File: src/rtl/trd_pkg.sv
// Shared types and constants of the tile run-length decoder.
// Depends on nothing; imported by every module of the decoder.
`timescale 1ns / 1ps

package trd_pkg;

  localparam int unsigned BYTE_W      = 8;
  localparam int unsigned RUN_LEN_W   = 16;
  localparam int unsigned RUN_COUNT_W = 15;
  localparam int unsigned TILE_DIM_W  = 7;
  localparam int unsigned PLANES_W    = 3;
  localparam int unsigned QUEUE_DEPTH = 4;
  localparam int unsigned QUEUE_PTR_W = $clog2(QUEUE_DEPTH);

  localparam logic [BYTE_W-1:0] LIT_LONG_HDR = 8'h80;
  localparam logic [BYTE_W-1:0] REP_LONG_HDR = 8'h7F;

  typedef enum logic [2:0] {
    PH_HEADER   = 3'd0,
    PH_COUNT_HI = 3'd1,
    PH_COUNT_LO = 3'd2,
    PH_VALUE    = 3'd3,
    PH_LITERAL  = 3'd4
  } phase_t;

  typedef struct packed {
    logic [BYTE_W-1:0]      run_value;
    logic [RUN_COUNT_W-1:0] run_count;
    logic                   tile_done;
    logic                   tile_short;
  } result_t;

  typedef struct packed {
    logic    two;
    result_t r0;
    result_t r1;
  } cmd_t;

endpackage

File: src/rtl/trd_front.sv
// Front end of the tile run-length decoder: parses compressed bytes, clips runs to
// the room left in the tile and emits at most one command per byte. Uses trd_pkg.
`timescale 1ns / 1ps

module trd_front import trd_pkg::*; #(
  parameter int unsigned TOT_W = 15
) (
  input  logic              clk,
  input  logic              rst_n,
  input  logic              in_valid,
  input  logic [BYTE_W-1:0] in_byte,
  input  logic              in_last,
  input  logic [TOT_W-1:0]  total,
  output logic              cmd_push,
  output cmd_t              cmd
);

  localparam int unsigned CW = (TOT_W > RUN_LEN_W) ? TOT_W : RUN_LEN_W;

  phase_t                 phase_r, phase_nxt;
  logic                   lit_r, lit_nxt;
  logic [RUN_LEN_W-1:0]   rem_r, rem_nxt;
  logic [BYTE_W-1:0]      chi_r, chi_nxt;
  logic [TOT_W-1:0]       bw_r, bw_nxt;
  logic                   fin_r, fin_nxt;

  logic [BYTE_W-1:0]      va;
  logic [RUN_LEN_W-1:0]   ca, cb, rem_dec, cnt_word;
  logic [CW-1:0]          room0, room1, room2, c_a, c_b;
  logic                   has_a, has_b, is_full, tile_end;

  always_ff @(posedge clk) begin
    if (!rst_n) begin
      phase_r <= PH_HEADER;
      lit_r   <= 1'b0;
      rem_r   <= '0;
      chi_r   <= '0;
      bw_r    <= '0;
      fin_r   <= 1'b0;
    end else begin
      phase_r <= phase_nxt;
      lit_r   <= lit_nxt;
      rem_r   <= rem_nxt;
      chi_r   <= chi_nxt;
      bw_r    <= bw_nxt;
      fin_r   <= fin_nxt;
    end
  end

  always_comb begin
    phase_nxt = phase_r;
    lit_nxt   = lit_r;
    rem_nxt   = rem_r;
    chi_nxt   = chi_r;
    bw_nxt    = bw_r;
    fin_nxt   = fin_r;
    va        = '0;
    ca        = '0;
    cb        = '0;
    cmd       = '0;
    cmd_push  = 1'b0;
    rem_dec   = rem_r - RUN_LEN_W'(1);
    cnt_word  = {chi_r, in_byte};
    room0     = (CW'(bw_r) < CW'(total)) ? CW'(total) - CW'(bw_r) : '0;

    if (in_valid && !fin_r) begin
      unique case (phase_r)
        PH_COUNT_HI: begin
          chi_nxt = in_byte;
          if (in_last) begin
            ca = {in_byte, 8'h00};
          end else begin
            phase_nxt = PH_COUNT_LO;
          end
        end
        PH_COUNT_LO: begin
          rem_nxt = cnt_word;
          if (in_last) begin
            ca = cnt_word;
          end else if (!lit_r) begin
            phase_nxt = PH_VALUE;
          end else begin
            phase_nxt = (cnt_word != '0) ? PH_LITERAL : PH_HEADER;
          end
        end
        PH_VALUE: begin
          va        = in_byte;
          ca        = rem_r;
          rem_nxt   = '0;
          phase_nxt = PH_HEADER;
        end
        PH_LITERAL: begin
          va      = in_byte;
          ca      = RUN_LEN_W'(1);
          rem_nxt = rem_dec;
          if (in_last) begin
            cb = rem_dec;
          end
          if (rem_dec == '0) begin
            phase_nxt = PH_HEADER;
          end
        end
        default: begin
          phase_nxt = PH_HEADER;
          if (!in_last) begin
            if (in_byte[BYTE_W-1]) begin
              lit_nxt   = 1'b1;
              rem_nxt   = RUN_LEN_W'(9'd256 - {1'b0, in_byte});
              phase_nxt = (in_byte == LIT_LONG_HDR) ? PH_COUNT_HI : PH_LITERAL;
            end else begin
              lit_nxt   = 1'b0;
              rem_nxt   = RUN_LEN_W'({1'b0, in_byte} + 9'd1);
              phase_nxt = (in_byte == REP_LONG_HDR) ? PH_COUNT_HI : PH_VALUE;
            end
          end
        end
      endcase
    end

    c_a      = (CW'(ca) < room0) ? CW'(ca) : room0;
    room1    = room0 - c_a;
    c_b      = (CW'(cb) < room1) ? CW'(cb) : room1;
    room2    = room1 - c_b;
    has_a    = (c_a != '0);
    has_b    = (c_b != '0);
    is_full  = (room2 == '0);
    tile_end = is_full || in_last;

    if (has_a) begin
      cmd.r0.run_value = va;
      cmd.r0.run_count = RUN_COUNT_W'(c_a);
    end else if (has_b) begin
      cmd.r0.run_count = RUN_COUNT_W'(c_b);
    end
    cmd.two          = has_a && has_b;
    cmd.r1.run_count = RUN_COUNT_W'(c_b);
    if (cmd.two) begin
      cmd.r1.tile_done  = tile_end;
      cmd.r1.tile_short = tile_end && !is_full;
    end else begin
      cmd.r0.tile_done  = tile_end;
      cmd.r0.tile_short = tile_end && !is_full;
    end

    if (in_valid) begin
      if (fin_r) begin
        if (in_last) begin
          fin_nxt   = 1'b0;
          bw_nxt    = '0;
          phase_nxt = PH_HEADER;
        end
      end else begin
        cmd_push = has_a || has_b || tile_end;
        bw_nxt   = bw_r + TOT_W'(c_a) + TOT_W'(c_b);
        if (tile_end) begin
          phase_nxt = PH_HEADER;
          rem_nxt   = '0;
          if (in_last) begin
            bw_nxt  = '0;
            fin_nxt = 1'b0;
          end else begin
            fin_nxt = 1'b1;
          end
        end
      end
    end
  end

endmodule

File: src/rtl/trd_cmd_queue.sv
// Short command queue between the front and back ends of the decoder.
// Holds QUEUE_DEPTH command words; uses trd_pkg.
`timescale 1ns / 1ps

module trd_cmd_queue import trd_pkg::*; (
  input  logic clk,
  input  logic rst_n,
  input  logic wr_en,
  input  cmd_t wr_cmd,
  input  logic rd_en,
  output cmd_t rd_cmd,
  output logic q_full,
  output logic q_empty
);

  cmd_t                     mem_r [QUEUE_DEPTH];
  logic [QUEUE_PTR_W-1:0]   wr_r, wr_nxt, rd_r, rd_nxt;
  logic [QUEUE_PTR_W:0]     cnt_r, cnt_nxt;
  logic                     do_wr, do_rd;

  assign q_full  = (cnt_r == (QUEUE_PTR_W + 1)'(QUEUE_DEPTH));
  assign q_empty = (cnt_r == '0);
  assign rd_cmd  = mem_r[rd_r];
  assign do_wr   = wr_en && !q_full;
  assign do_rd   = rd_en && !q_empty;

  always_comb begin
    wr_nxt  = do_wr ? wr_r + QUEUE_PTR_W'(1) : wr_r;
    rd_nxt  = do_rd ? rd_r + QUEUE_PTR_W'(1) : rd_r;
    cnt_nxt = cnt_r + (QUEUE_PTR_W + 1)'(do_wr) - (QUEUE_PTR_W + 1)'(do_rd);
  end

  always_ff @(posedge clk) begin
    if (!rst_n) begin
      wr_r  <= '0;
      rd_r  <= '0;
      cnt_r <= '0;
    end else begin
      wr_r  <= wr_nxt;
      rd_r  <= rd_nxt;
      cnt_r <= cnt_nxt;
    end
  end

  always_ff @(posedge clk) begin
    if (do_wr) begin
      mem_r[wr_r] <= wr_cmd;
    end
  end

endmodule

File: src/rtl/trd_back.sv
// Back end of the decoder: unpacks each command word into one or two result
// words and holds the oldest in an output register. Uses trd_pkg.
`timescale 1ns / 1ps

module trd_back import trd_pkg::*; (
  input  logic    clk,
  input  logic    rst_n,
  input  cmd_t    head,
  input  logic    q_empty,
  output logic    q_pop,
  input  logic    pop,
  output logic    empty,
  output result_t res
);

  logic    vld_r, vld_nxt;
  logic    sub_r, sub_nxt;
  result_t res_r, res_nxt;
  logic    load;

  assign empty = !vld_r;
  assign res   = res_r;
  assign load  = !vld_r || pop;

  always_comb begin
    vld_nxt = vld_r;
    sub_nxt = sub_r;
    res_nxt = res_r;
    q_pop   = 1'b0;
    if (load) begin
      if (!q_empty) begin
        vld_nxt = 1'b1;
        res_nxt = sub_r ? head.r1 : head.r0;
        if (!sub_r && head.two) begin
          sub_nxt = 1'b1;
        end else begin
          sub_nxt = 1'b0;
          q_pop   = 1'b1;
        end
      end else begin
        vld_nxt = 1'b0;
      end
    end
  end

  always_ff @(posedge clk) begin
    if (!rst_n) begin
      vld_r <= 1'b0;
      sub_r <= 1'b0;
    end else begin
      vld_r <= vld_nxt;
      sub_r <= sub_nxt;
    end
  end

  always_ff @(posedge clk) begin
    res_r <= res_nxt;
  end

endmodule

File: src/rtl/tile_rle_decoder_unit.sv
// Top level of the tile run-length decoder with its configuration registers.
// Depends on trd_pkg, trd_front, trd_cmd_queue and trd_back.
`timescale 1ns / 1ps

// The decoder takes one compressed byte per cycle and turns it into at most two
// result words of value and count, clipped to the tile size of width times height
// times planes. Each byte passes the parser in the cycle it is accepted, and its
// results go into a queue of four command entries. The output register hands out
// one result word per cycle while the receiver pops, so the sustained rate is one
// byte per cycle. The one exception is a literal run that is cut short by the
// final byte: it yields two words. The first result of a byte passes through the
// queue and then the output register before it is on the output ports. The input
// stalls while the queue holds four commands. The tile size is recomputed
// whenever a configuration register is written.
module tile_rle_decoder_unit import trd_pkg::*; #(
  parameter int unsigned MAX_TILE_SIDE = 64,
  parameter int unsigned MAX_PLANES    = 4
) (
  input  logic                   clk,
  input  logic                   rst_n,
  input  logic [BYTE_W-1:0]      in_src_byte,
  input  logic                   in_src_last,
  input  logic                   push,
  output logic                   full,
  output logic [BYTE_W-1:0]      out_run_value,
  output logic [RUN_COUNT_W-1:0] out_run_count,
  output logic                   out_tile_done,
  output logic                   out_tile_short,
  output logic                   empty,
  input  logic                   pop,
  input  logic                   psel,
  input  logic                   penable,
  input  logic                   pwrite,
  input  logic [3:0]             paddr,
  input  logic [31:0]            pwdata,
  output logic [31:0]            prdata,
  output logic                   pready
);

  localparam int unsigned SIDE_W  = $clog2(MAX_TILE_SIDE + 1);
  localparam int unsigned PL_W    = $clog2(MAX_PLANES + 1);
  localparam int unsigned TOT_W   = 2 * SIDE_W + PL_W;
  localparam int unsigned CMP_W   = (SIDE_W > TILE_DIM_W) ? SIDE_W : TILE_DIM_W;
  localparam int unsigned CMPP_W  = (PL_W > PLANES_W) ? PL_W : PLANES_W;

  localparam logic [1:0] REG_TILE_WIDTH  = 2'd0;
  localparam logic [1:0] REG_TILE_HEIGHT = 2'd1;
  localparam logic [1:0] REG_PLANE_COUNT = 2'd2;

  localparam logic [TILE_DIM_W-1:0] WIDTH_RST  = TILE_DIM_W'(64);
  localparam logic [TILE_DIM_W-1:0] HEIGHT_RST = TILE_DIM_W'(64);
  localparam logic [PLANES_W-1:0]   PLANES_RST = PLANES_W'(1);

  function automatic logic [SIDE_W-1:0] clamp_side(input logic [TILE_DIM_W-1:0] v);
    logic [CMP_W-1:0] vx;
    vx = CMP_W'(v);
    if (v == '0) return SIDE_W'(1);
    if (vx > CMP_W'(MAX_TILE_SIDE)) return SIDE_W'(MAX_TILE_SIDE);
    return SIDE_W'(vx);
  endfunction

  function automatic logic [PL_W-1:0] clamp_planes(input logic [PLANES_W-1:0] v);
    logic [CMPP_W-1:0] vx;
    vx = CMPP_W'(v);
    if (v == '0) return PL_W'(1);
    if (vx > CMPP_W'(MAX_PLANES)) return PL_W'(MAX_PLANES);
    return PL_W'(vx);
  endfunction

  function automatic logic [TOT_W-1:0] tile_total(input logic [TILE_DIM_W-1:0] w,
                                                  input logic [TILE_DIM_W-1:0] h,
                                                  input logic [PLANES_W-1:0] p);
    return TOT_W'(clamp_side(w)) * TOT_W'(clamp_side(h)) * TOT_W'(clamp_planes(p));
  endfunction

  logic [TILE_DIM_W-1:0] width_r, width_nxt, height_r, height_nxt;
  logic [PLANES_W-1:0]   planes_r, planes_nxt;
  logic [TOT_W-1:0]      total_r, total_nxt;
  logic                  cfg_wr;

  logic    in_valid, cmd_push, q_pop, q_full, q_empty;
  cmd_t    cmd, head;
  result_t res;

  assign pready = 1'b1;
  assign cfg_wr = psel && penable && pwrite && pready;

  always_comb begin
    width_nxt  = width_r;
    height_nxt = height_r;
    planes_nxt = planes_r;
    if (cfg_wr) begin
      unique case (paddr[3:2])
        REG_TILE_WIDTH:  width_nxt  = pwdata[TILE_DIM_W-1:0];
        REG_TILE_HEIGHT: height_nxt = pwdata[TILE_DIM_W-1:0];
        REG_PLANE_COUNT: planes_nxt = pwdata[PLANES_W-1:0];
        default: ;
      endcase
    end
    total_nxt = tile_total(width_nxt, height_nxt, planes_nxt);
  end

  always_comb begin
    unique case (paddr[3:2])
      REG_TILE_WIDTH:  prdata = 32'(width_r);
      REG_TILE_HEIGHT: prdata = 32'(height_r);
      REG_PLANE_COUNT: prdata = 32'(planes_r);
      default:         prdata = '0;
    endcase
  end

  always_ff @(posedge clk) begin
    if (!rst_n) begin
      width_r  <= WIDTH_RST;
      height_r <= HEIGHT_RST;
      planes_r <= PLANES_RST;
      total_r  <= tile_total(WIDTH_RST, HEIGHT_RST, PLANES_RST);
    end else begin
      width_r  <= width_nxt;
      height_r <= height_nxt;
      planes_r <= planes_nxt;
      total_r  <= total_nxt;
    end
  end

  assign full     = q_full;
  assign in_valid = push && !q_full;

  trd_front #(
    .TOT_W (TOT_W)
  ) u_front (
    .clk      (clk),
    .rst_n    (rst_n),
    .in_valid (in_valid),
    .in_byte  (in_src_byte),
    .in_last  (in_src_last),
    .total    (total_r),
    .cmd_push (cmd_push),
    .cmd      (cmd)
  );

  trd_cmd_queue u_queue (
    .clk     (clk),
    .rst_n   (rst_n),
    .wr_en   (cmd_push),
    .wr_cmd  (cmd),
    .rd_en   (q_pop),
    .rd_cmd  (head),
    .q_full  (q_full),
    .q_empty (q_empty)
  );

  trd_back u_back (
    .clk     (clk),
    .rst_n   (rst_n),
    .head    (head),
    .q_empty (q_empty),
    .q_pop   (q_pop),
    .pop     (pop),
    .empty   (empty),
    .res     (res)
  );

  assign out_run_value  = res.run_value;
  assign out_run_count  = res.run_count;
  assign out_tile_done  = res.tile_done;
  assign out_tile_short = res.tile_short;

endmodule

File: config.mk
export PLATFORM = sky130hd
export DESIGN_NAME = tile_rle_decoder_unit
export DESIGN_NICKNAME = d
export VERILOG_FILES = /design/src/rtl/trd_pkg.sv /design/src/rtl/trd_front.sv /design/src/rtl/trd_cmd_queue.sv /design/src/rtl/trd_back.sv /design/src/rtl/tile_rle_decoder_unit.sv
export SDC_FILE = /design/constraint.sdc
export NUM_CORES = 1
export LEC_CHECK = 0
export BUFFER_PORTS_ARGS = -buffer_cell sky130_fd_sc_hd__buf_2
export CELL_PAD_IN_SITES_DETAIL_PLACEMENT = 0
export CELL_PAD_IN_SITES_GLOBAL_PLACEMENT = 1
export CORE_AREA = 3 3 291 207
export CTS_CLUSTER_DIAMETER = 150
export DETAILED_ROUTE_END_ITERATION = 10
export DIE_AREA = 0 0 294 210
export MAX_ROUTING_LAYER = met4
export PLACE_DENSITY = 0.71
export SLEW_MARGIN = 20
export SYNTH_ARGS = -nofsm -noshare
export SYNTH_HDL_FRONTEND = slang
export SYNTH_HIERARCHICAL = 1
export SYNTH_SLANG_ARGS = --single-unit
File: constraint.sdc
create_clock -name clk -period 18.1 [get_ports clk]
set_input_delay 1.81 -clock clk [delete_from_list [all_inputs] [get_ports clk]]
set_output_delay 1.81 -clock clk [all_outputs]
set_load 0.05 [all_outputs]
==> impl_results.md, run 1 <==
- DRT Pass-1 Iters: 7
- Post-layout min period: 15.96 ns
- CP bufs+invs: 9
- Hold Path Class: reg2reg
- Synth top area cells: edfxtp_1 31%, ha_1 8.3%, dfxtp_1 8.1%, fa_1 5.1%, mux4_2 5.0%
- CP top delay family: compound AO/OA/AOI/OAI gates
- Detail Placement HPWL: between 40 and 50 mm
- Syn. warnings: 6
- Critical path capture point type: register
- Tcrit/Tclk final: 88.2%
- IO Count: 112
- First-pass GRT wire length: ~95 mm
- Bufs on Longest Clock Path: 3
- Post-synth top cells: 229 x edfxtp_1, 194 x inv_1, 189 x nand2_1
- Cts repair resizes: 0
- Cell variety after synth: 94
- Vias per cell: 5.60
- Placed cells: 2973
- Layout Cells excl Fill: 3033
- Required time of the critical path: 18.58 ns
- Largest family of logic cells by synthesized area: compound AO/OA/AOI/OAI gates
- CTS root buf: clkbuf_16
- Final Hold Fails: 0
- Synth async-reset ratio: 0%
- TritonCTS clock tree: yes
- Critical Path Fanout Max: 26
- Ys flop type: edfxtp_1
- EDFF count, synth: 229
- Sequential fraction of the synthesis area: 38.8%
- Routed Antenna Nets: 0
- Antenna violations before repair: 1
- Compound-Gate Fraction of Synth Area: 14.8%
- DRC errors left: 0
- Slew HR: between 20% and 30%
- Top-area cell type share of the netlist area: 30.7%
- Count leader, synth: edfxtp_1
- Worst-Skew Late Latency: just over 0.6 ns
- GRT Util Overall: 20.1%
- Clk pin slew, worst setup/hold paths: 0.07 ns
- IO buf count: 58
- Max Freq: 0.0626 GHz
- Avg Cell Area, Syn: between 10 and 15 sq um
- RSZ-0062 raised after global routing: false
- Sink Count: 320
- Synth Area in XOR/XNOR: under 10%
- Total grt overflow: 0
- Clock skew: 0.0304 ns
- Drt total wl: 61.1 mm
- Starting Density: 38.8%
- Setup Crit Path Kind: reg2reg
- Max Cap Violations: 0
- Final Max Slew Viols: 0
- Die area: 61700 sq um
- Post-CTS setup repair buffer count: 0
- Vias in the first global route: 16356
- Core ar.: 57900 sq um
- GPL Wtd Cong: 0.943
- Seq cells post-synth: 320
- Routed vias: 16970
- Netlist Area Pre-Place: 22400 sq um
- Data arrival time of the critical path: roughly 16 ns
- Cell Rows: 74
- Slew @ Worst Pin: 1.10 ns
- Iter 0 DRT Violations: ~1600
- Status: completed
- Post-Synth Adder-Cell Area: 13.4%
- Layout fillers: 5487
- Footprint of the multi-input gates: roughly 12000 sq um
- Wirelength per Cell: 20.2 microns
- Largest net degree at the start of global routing: 52
- Critical-path top delay cell: o21ai_0
- Layout Area Growth over Synthesis: 8.77%
- Mux cell area share after synthesis: 9.19%
- Inserted Clock Buffers: 31
- Layout cells sized above 1: 11.4%
- CP max stage delay: 0.90 ns
- Top cell type by total area after synthesis: edfxtp_1
- Mapped Cells: 2212
- Final setup vio count: 0
- Die Span X: 294 microns
- Cell repeated most along the worst path: ha_1
- Final #Nets: between 2000 and 3000
- Layout Utilization: between 40 and 50%
- Die height: 210 microns
- Setup TNS: 0 ns
- Register Area: 8700 sq um
- Post-Synth Simple-Gate Area: 14.5%
- Number of hold buffers added after CTS: 0
- H-tree depth: 1
- Crit start category: register
## tightest hold or removal path, delay by kind of cell (launching register included)
family,cells,cell delay [ns]
DFF,1,0.31
AOI/OAI and AO/OA,2,0.13
## registers in the layout, summed over array words and instances, names as in the netlist, named ones only
signal,count
u_queue/mem_r,204
u_back/res,25
total_r,17
u_front/bw_r,17
u_front/rem_r,16
u_front/chi_r,8
height_r,7
width_r,7
planes_r,3
u_front/phase_r,3
u_queue/cnt_r,3
u_queue/rd_r,2
u_queue/wr_r,2
u_back/sub_r,1
u_back/vld_r,1
u_front/fin_r,1
u_front/lit_r,1
## layout make-up
type | count | share of cell area (%)
clock inverters | 14 | 0.641
flip-flops and latches | 320 | 35.7
clock buffers | 44 | 3.46
repair buffers | 90 | 2.43
diodes | 1 | 0.0103
well taps | 760 | 3.90
multi-input cells | 1609 | 50.9
inverters | 195 | 3.00
## metal layers
layer  vias to the layer above  track usage, %  routed length (microns)
met2                       525            27.0                    23800
li1                       8063               -                        -
met5                         -               -                        0
met3                        93            3.96                     4460
met1                      8289            31.3                    31800
met4                         0            3.80                     1140
## final timing paths
kind	start	end	slack, ns	depth (start not counted)
min	u_queue/rd_r[1]$_SDFFE_PN0P_	register	0.49	2
max reg2reg	u_front/bw_r[5]$_SDFFE_PN0P_	u_queue/cnt_r[2]$_SDFF_PN0_	2.14	61
min reg2reg	u_queue/rd_r[1]$_SDFFE_PN0P_	register	0.49	2
max	u_front/bw_r[5]$_SDFFE_PN0P_	u_queue/cnt_r[2]$_SDFF_PN0_	2.14	61
## through the flow
stage	hold WS (ns)	setup WS [ns]	instance area, sq um
4_1_cts	0.490	2.36	24400
2_1_floorplan	0.446	4.00	22500
5_1_grt	0.516	0.953	24400
3_5_place_dp	0.482	1.93	23400
6_report	0.486	2.14	24400
3_3_place_gp	0.464	2.26	23400
## placed cells by master, fill, tap and decap left out, types with 13 or more instances in the layout
master     count
edfxtp_1     229
inv_1        194
nand2_1      189
nor2_1       155
ha_1         149
a21oi_1      134
o21ai_0      100
dfxtp_1       88
buf_2         58
fa_1          57
nor3_1        55
xnor2_1       52
mux2i_1       50
mux4_2        50
nor2b_1       41
a21o_1        40
nand2b_1      36
a22oi_1       35
conb_1        34
nand3_1       33
clkbuf_16     31
buf_4         27
o211ai_1      26
and2_1        25
o31ai_1       21
nor4_1        19
mux2_4        19
xor2_1        18
a31oi_1       18
o21a_1        16
or3_1         14
nand4_1       13
## logic make-up (layout without fill, tap and decap cells)
kind of cell,after synthesis,count (layout)
buffers and inverters,314,343
other,3,35
muxes,131,131
DFF,320,320
and+or+nand+nor,655,655
AOI/OAI and AO/OA,511,511
adders and majority gates,207,207
xor gates and xnor gates,71,71
Power of run 1 is left out: the tool's default activity adds up to more than one toggle a clock period on the data nets, which glitch-free logic cannot reach.
==> run 2, diff against run 1 <==
--- a/config.mk
+++ b/config.mk
@@ -12,8 +12,7 @@
 export CTS_CLUSTER_DIAMETER = 150
 export DETAILED_ROUTE_END_ITERATION = 10
 export DIE_AREA = 0 0 294 210
-export MAX_ROUTING_LAYER = met4
-export PLACE_DENSITY = 0.71
+export PLACE_DENSITY = 0.73
 export SLEW_MARGIN = 20
 export SYNTH_ARGS = -nofsm -noshare
 export SYNTH_HDL_FRONTEND = slang
==> constraint.sdc (replaced) <==
create_clock -name clk -period 14.3 [get_ports clk]
set_input_delay 1.43 -clock clk [delete_from_list [all_inputs] [get_ports clk]]
set_output_delay 1.43 -clock clk [all_outputs]
set_load 0.05 [all_outputs]
==> impl_results.md, run 2 (same netlist as run 1, synthesis figures left out) <==
- Status: completed
- Cell Rows: 74 (unchanged)
- Max Cap Violations: 0 (unchanged)
- Tcrit/Tclk final: 95.1% (+7.0 points)
- Slew @ Worst Pin: 1.06 ns (-0.0399 ns)
- Die Span X: 294 microns (unchanged)
- Largest register by flop count: u_queue/mem_r
- Setup Crit Path Kind: reg2reg
- Die area: 61700 sq um (unchanged)
- Slew HR: 28.9% (+2.8 points)
- Core ar.: 57900 sq um (unchanged)
- DRC errors left: 0 (unchanged)
- Starting Density: 38.8% (unchanged)
- H-tree depth: 2 (+1)
- IO buf count: 58 (unchanged)
- Final Hold Fails: 0 (unchanged)
- CP max stage delay: 0.54 ns (-0.36 ns)
- Layout Utilization: 43.5% (+1.3 points)
- First-pass GRT wire length: 97.3 mm (+2.0%)
- GRT Util Overall: 20.1% (-0.047 points)
- Wirelength per Cell: 20.0 microns (-0.95%)
- Inserted Clock Buffers: 36 (+16%)
- Routed vias: 17297 (+1.9%)
- CTS root buf: clkbuf_16
- Number of hold buffers added after CTS: 0 (unchanged)
- CP top delay family: compound AO/OA/AOI/OAI gates
- Max FFs per register: 204 (unchanged)
- Max Freq: 0.0735 GHz (+17%)
- Vias in the first global route: 16599 (+1.5%)
- Commonest non-fill, non-tap cell in the layout: edfxtp_1
- Die height: 210 microns (unchanged)
- Sink Count: 320 (unchanged)
- Critical Path Fanout Max: 7 (-73%)
- Clock skew: 0.0160 ns (-0.0144 ns)
- Detail Placement HPWL: 46.9 mm (+2.0%)
- Worst-Skew Late Latency: 0.55 ns (-0.06 ns)
- Vias per cell: 5.57 (-0.53%)
- Critical path capture point type: register
- Final #Nets: 2579 (+3.0%)
- Post-layout min period: 13.61 ns (-2.36 ns)
- Required time of the critical path: 14.74 ns (-3.84 ns)
- Clk pin slew, worst setup/hold paths: 0.06 ns (about the same)
- DRT Pass-1 Iters: 6 (-1)
- Crit start category: register
- Layout cells sized above 1: 14.8% (+3.4 points)
- Critical-path top delay cell: or4_1
- Antenna violations before repair: 1 (unchanged)
- GPL Wtd Cong: 0.971 (+3.0%)
- Total grt overflow: 0 (unchanged)
- Final setup vio count: 0 (unchanged)
- Data arrival time of the critical path: 14.04 ns (-2.40 ns)
- Commonest cells after routing, fill and taps aside: 229 x edfxtp_1, 194 x inv_1, 188 x nand2_1, 155 x nor2_1, 148 x ha_1
- Hold Path Class: reg2reg
- Final Max Slew Viols: 0 (unchanged)
- TritonCTS clock tree: yes
- IO Count: 112 (unchanged)
- Antenna Cells: 0 (-1)
- Drt total wl: 62.1 mm (+1.5%)
- Routed Antenna Nets: 0 (unchanged)
- Largest net degree at the start of global routing: 52 (unchanged)
- CP bufs+invs: 11 (+2)
- Post-route cell area: 25200 sq um (+3.1%)
- Bufs on Longest Clock Path: 3 (unchanged)
- Layout Area Growth over Synthesis: 12.2%
- Placed cell areas: 23900 sq um (+2.3%)
- Iter 0 DRT Violations: 1641 (+3.4%)
- Cell repeated most along the worst path: ha_1
==> run 2: routing by layer <==
metal	vias up	GRT usage [%]	share of wire [%]
li1	8203	-	-
met1	8446	32.2	50
met2	590	27.7	40
met3	58	4.15	8.4
met4	0	3.82	1.3
met5	-	0	0
==> run 2: path summary, 6_finish.rpt <==
| path | from | endpoint | slack (ns) | cells after the start |
|---|---|---|---|---|
| min | u_queue/rd_r[0]$_SDFFE_PN0P_ | register | 0.48 | 2 |
| min reg2reg | u_queue/rd_r[0]$_SDFFE_PN0P_ | register | 0.48 | 2 |
| max reg2reg | u_front/bw_r[1]$_SDFFE_PN0P_ | u_queue/cnt_r[2]$_SDFF_PN0_ | 0.69 | 63 |
| max | u_front/bw_r[1]$_SDFFE_PN0P_ | u_queue/cnt_r[2]$_SDFF_PN0_ | 0.69 | 63 |
==> run 2: tightest hold or removal path, cell delays in order, from the launching register on <==
cell and delay, ns:
dfxtp_1 0.32, nand2_1 0.06, o21ai_0 0.07
==> run 2: final cells by class <==
type	instances	area, sq um
clock inverter	18	200
fill	5462	32700
tap	760	951
multi-input combinational	1609	12500
sequential	320	8700
clock buffer	47	955
timing repair buffer	159	1140
inverter	195	732
==> run 2: through the flow <==
stage | TNS [ns] | hold slack (ns) | worst slack, ns | cells
after CTS | 0 | 0.489 | 0.0451 | 3105
final | 0 | 0.482 | 0.694 | 3108
after floorplan | 0 | 0.446 | 0.575 | 2243
after global routing | -0.0221 | 0.519 | -0.0221 | 3108
after global placement | 0 | 0.462 | 0.269 | 3040
after detailed placement | -0.00465 | 0.482 | -0.00465 | 3040
==> run 2: what timing repair did <==
| item | CTS | global route |
|---|---|---|
| hold endpoints to repair | 0 | 0 |
| pin swaps | 0 | 4 |
| endpoints found under the setup margin | 1 | 217 |
| buffers inserted | 0 | 3 |
| resized for setup | 1 | 19 |
Power of run 2 is left out for the same reason.
==> run 3, diff against run 2 <==
--- a/config.mk
+++ b/config.mk
@@ -8,11 +8,11 @@
 export BUFFER_PORTS_ARGS = -buffer_cell sky130_fd_sc_hd__buf_2
 export CELL_PAD_IN_SITES_DETAIL_PLACEMENT = 0
 export CELL_PAD_IN_SITES_GLOBAL_PLACEMENT = 1
-export CORE_AREA = 3 3 291 207
+export CORE_AREA = 3 3 271 193
 export CTS_CLUSTER_DIAMETER = 150
 export DETAILED_ROUTE_END_ITERATION = 10
-export DIE_AREA = 0 0 294 210
-export PLACE_DENSITY = 0.73
+export DIE_AREA = 0 0 274 196
+export PLACE_DENSITY = 0.82
 export SLEW_MARGIN = 20
 export SYNTH_ARGS = -nofsm -noshare
 export SYNTH_HDL_FRONTEND = slang
==> impl_results.md, run 3 (same netlist as run 1, synthesis figures left out) <==
- Status: completed
- Setup Crit Path Kind: reg2reg
- R2R Setup Slk: 0.75 ns (+0.05 ns)
- Register Area: 8700 sq um (unchanged)
- Layout Cells excl Fill: 2988 (-3.9%)
- Drt total wl: 60.8 mm (-2.0%)
- Final Hold Fails: 0 (unchanged)
- Final #Nets: 2556 (-0.89%)
- Iter 0 DRT Violations: 1815 (+11%)
- IO buf count: 58 (unchanged)
- Vias in the first global route: 16372 (-1.4%)
- CP max stage delay: 0.54 ns (about the same)
- Die height: 196 microns (-6.7%)
- Antenna violations before repair: 0 (-1)
- DRC errors left: 0 (unchanged)
- CTS root buf: clkbuf_16
- CP bufs+invs: 7 (-4)
- Largest net degree at the start of global routing: 52 (unchanged)
- Required time of the critical path: 14.72 ns (-0.02 ns)
- Layout fillers: 4450 (-19%)
- Sink Count: 320 (unchanged)
- Critical-path top delay cell: or4_1
- Largest register by flop count: u_queue/mem_r
- Core ar.: 49500 sq um (-14%)
- Total grt overflow: 0 (unchanged)
- Cell repeated most along the worst path: ha_1
- Detail Placement HPWL: 45.8 mm (-2.3%)
- Crit start category: register
- First-pass GRT wire length: 94.5 mm (-2.8%)
- Commonest cells after routing, fill and taps aside: 229 x edfxtp_1, 194 x inv_1, 188 x nand2_1, 155 x nor2_1, 149 x ha_1
- Setup TNS: 0 ns (unchanged)
- RSZ-0062 raised after global routing: false
- Tcrit/Tclk final: 94.8% (-0.36 points)
- DRT Pass-1 Iters: 5 (-1)
- Critical path capture point type: register
- GPL Wtd Cong: 1.00 (+3.3%)
- Clock skew: 0.0171 ns (+0.00113 ns)
- Placed cells: 2926 (-3.8%)
- CP top delay family: compound AO/OA/AOI/OAI gates
- Hold Path Class: reg2reg
- Routed vias: 17384 (+0.50%)
- Final setup vio count: 0 (unchanged)
- TritonCTS clock tree: yes
- Slew @ Worst Pin: 1.14 ns (+0.0809 ns)
- Footprint of the multi-input gates: 12500 sq um (+0.13%)
- Die area: 53700 sq um (-13%)
- Bufs on Longest Clock Path: 3 (unchanged)
- Data arrival time of the critical path: 13.97 ns (-0.07 ns)
- Vias per cell: 5.82 (+4.5%)
- Number of hold buffers added after CTS: 0 (unchanged)
- Commonest non-fill, non-tap cell in the layout: edfxtp_1
- Final Max Slew Viols: 0 (unchanged)
- Post-layout min period: 13.55 ns (-0.0515 ns)
- Inserted Clock Buffers: 34 (-5.6%)
- Critical Path Fanout Max: 7 (unchanged)
- Clk pin slew, worst setup/hold paths: 0.07 ns (about the same)
- Routed Antenna Nets: 0 (unchanged)
- Max Freq: 0.0738 GHz (+0.38%)
- Max Cap Violations: 0 (unchanged)
- Max FFs per register: 204 (unchanged)
- Starting Density: 45.3% (+6.5 points)
- Slew HR: 23.3% (-5.5 points)
- Die Span X: 274 microns (-6.8%)
- Worst-Skew Late Latency: 0.54 ns (about the same)
- Layout cells sized above 1: 14.0% (-0.74 points)
- IO Count: 112 (unchanged)
- Wirelength per Cell: 20.4 microns (+2.0%)
- GRT Util Overall: 22.4% (+2.3 points)
- Cell Rows: 68 (-8.1%)
- Layout Area Growth over Synthesis: 10.5%
- H-tree depth: 2 (unchanged)
## run 3: cell type report
type	count	area share [%]
Multi-Input combinational cell	1609	50.5
Tap cell	665	3.36
Timing Repair Buffer	138	3.85
Sequential cell	320	35.1
Clock inverter	22	0.662
Inverter	195	2.95
Antenna cell	1	0.0101
Clock buffer	38	3.58
## run 3: timing repair
item	CTS	global route
endpoints found under the setup margin	0	207
buffers inserted	0	1
gates resized for setup	0	26
## run 3: metal layers
metal	GRT usage [%]	share of wire, %
met3	4.21	9.0
met1	36.2	49
met2	31.2	41
met5	0	0
met4	3.46	1.1
## run 3: worst reg2reg max path: cells and delay by family, from the launching register on
kind | cells | cell delay (ns)
flops | 1 | 0.38
compound gates | 21 | 5.10
simple gates | 17 | 3.32
fa+ha+maj | 10 | 3.13
mux | 1 | 0.28
xor+xnor | 3 | 0.48
buf+inv | 7 | 0.72
## run 3: path summary, 6_finish.rpt
check / startpoint / endpoint / cells past startpoint
setup / recovery: u_front/bw_r[1]$_SDFFE_PN0P_ / u_queue/cnt_r[2]$_SDFF_PN0_ / 59
hold / removal: u_front/fin_r$_SDFFE_PN0P_ / u_front/fin_r$_SDFFE_PN0P_ / 2
setup reg to reg: u_front/bw_r[1]$_SDFFE_PN0P_ / u_queue/cnt_r[2]$_SDFF_PN0_ / 59
hold reg to reg: u_front/fin_r$_SDFFE_PN0P_ / u_front/fin_r$_SDFFE_PN0P_ / 2
## run 3: metrics by stage
stage	hold WS, ns	setup slack, ns	util [%]	cell area [sq um]
floorplan	0.446	0.575	-	22500
global placement	0.457	0.466	47.7	23600
detailed placement	0.474	0.131	47.7	23600
CTS	0.486	0.166	49.8	24700
global route	0.509	0.0147	50.0	24800
finish	0.489	0.746	50.0	24800
Power of run 3 is left out for the same reason.
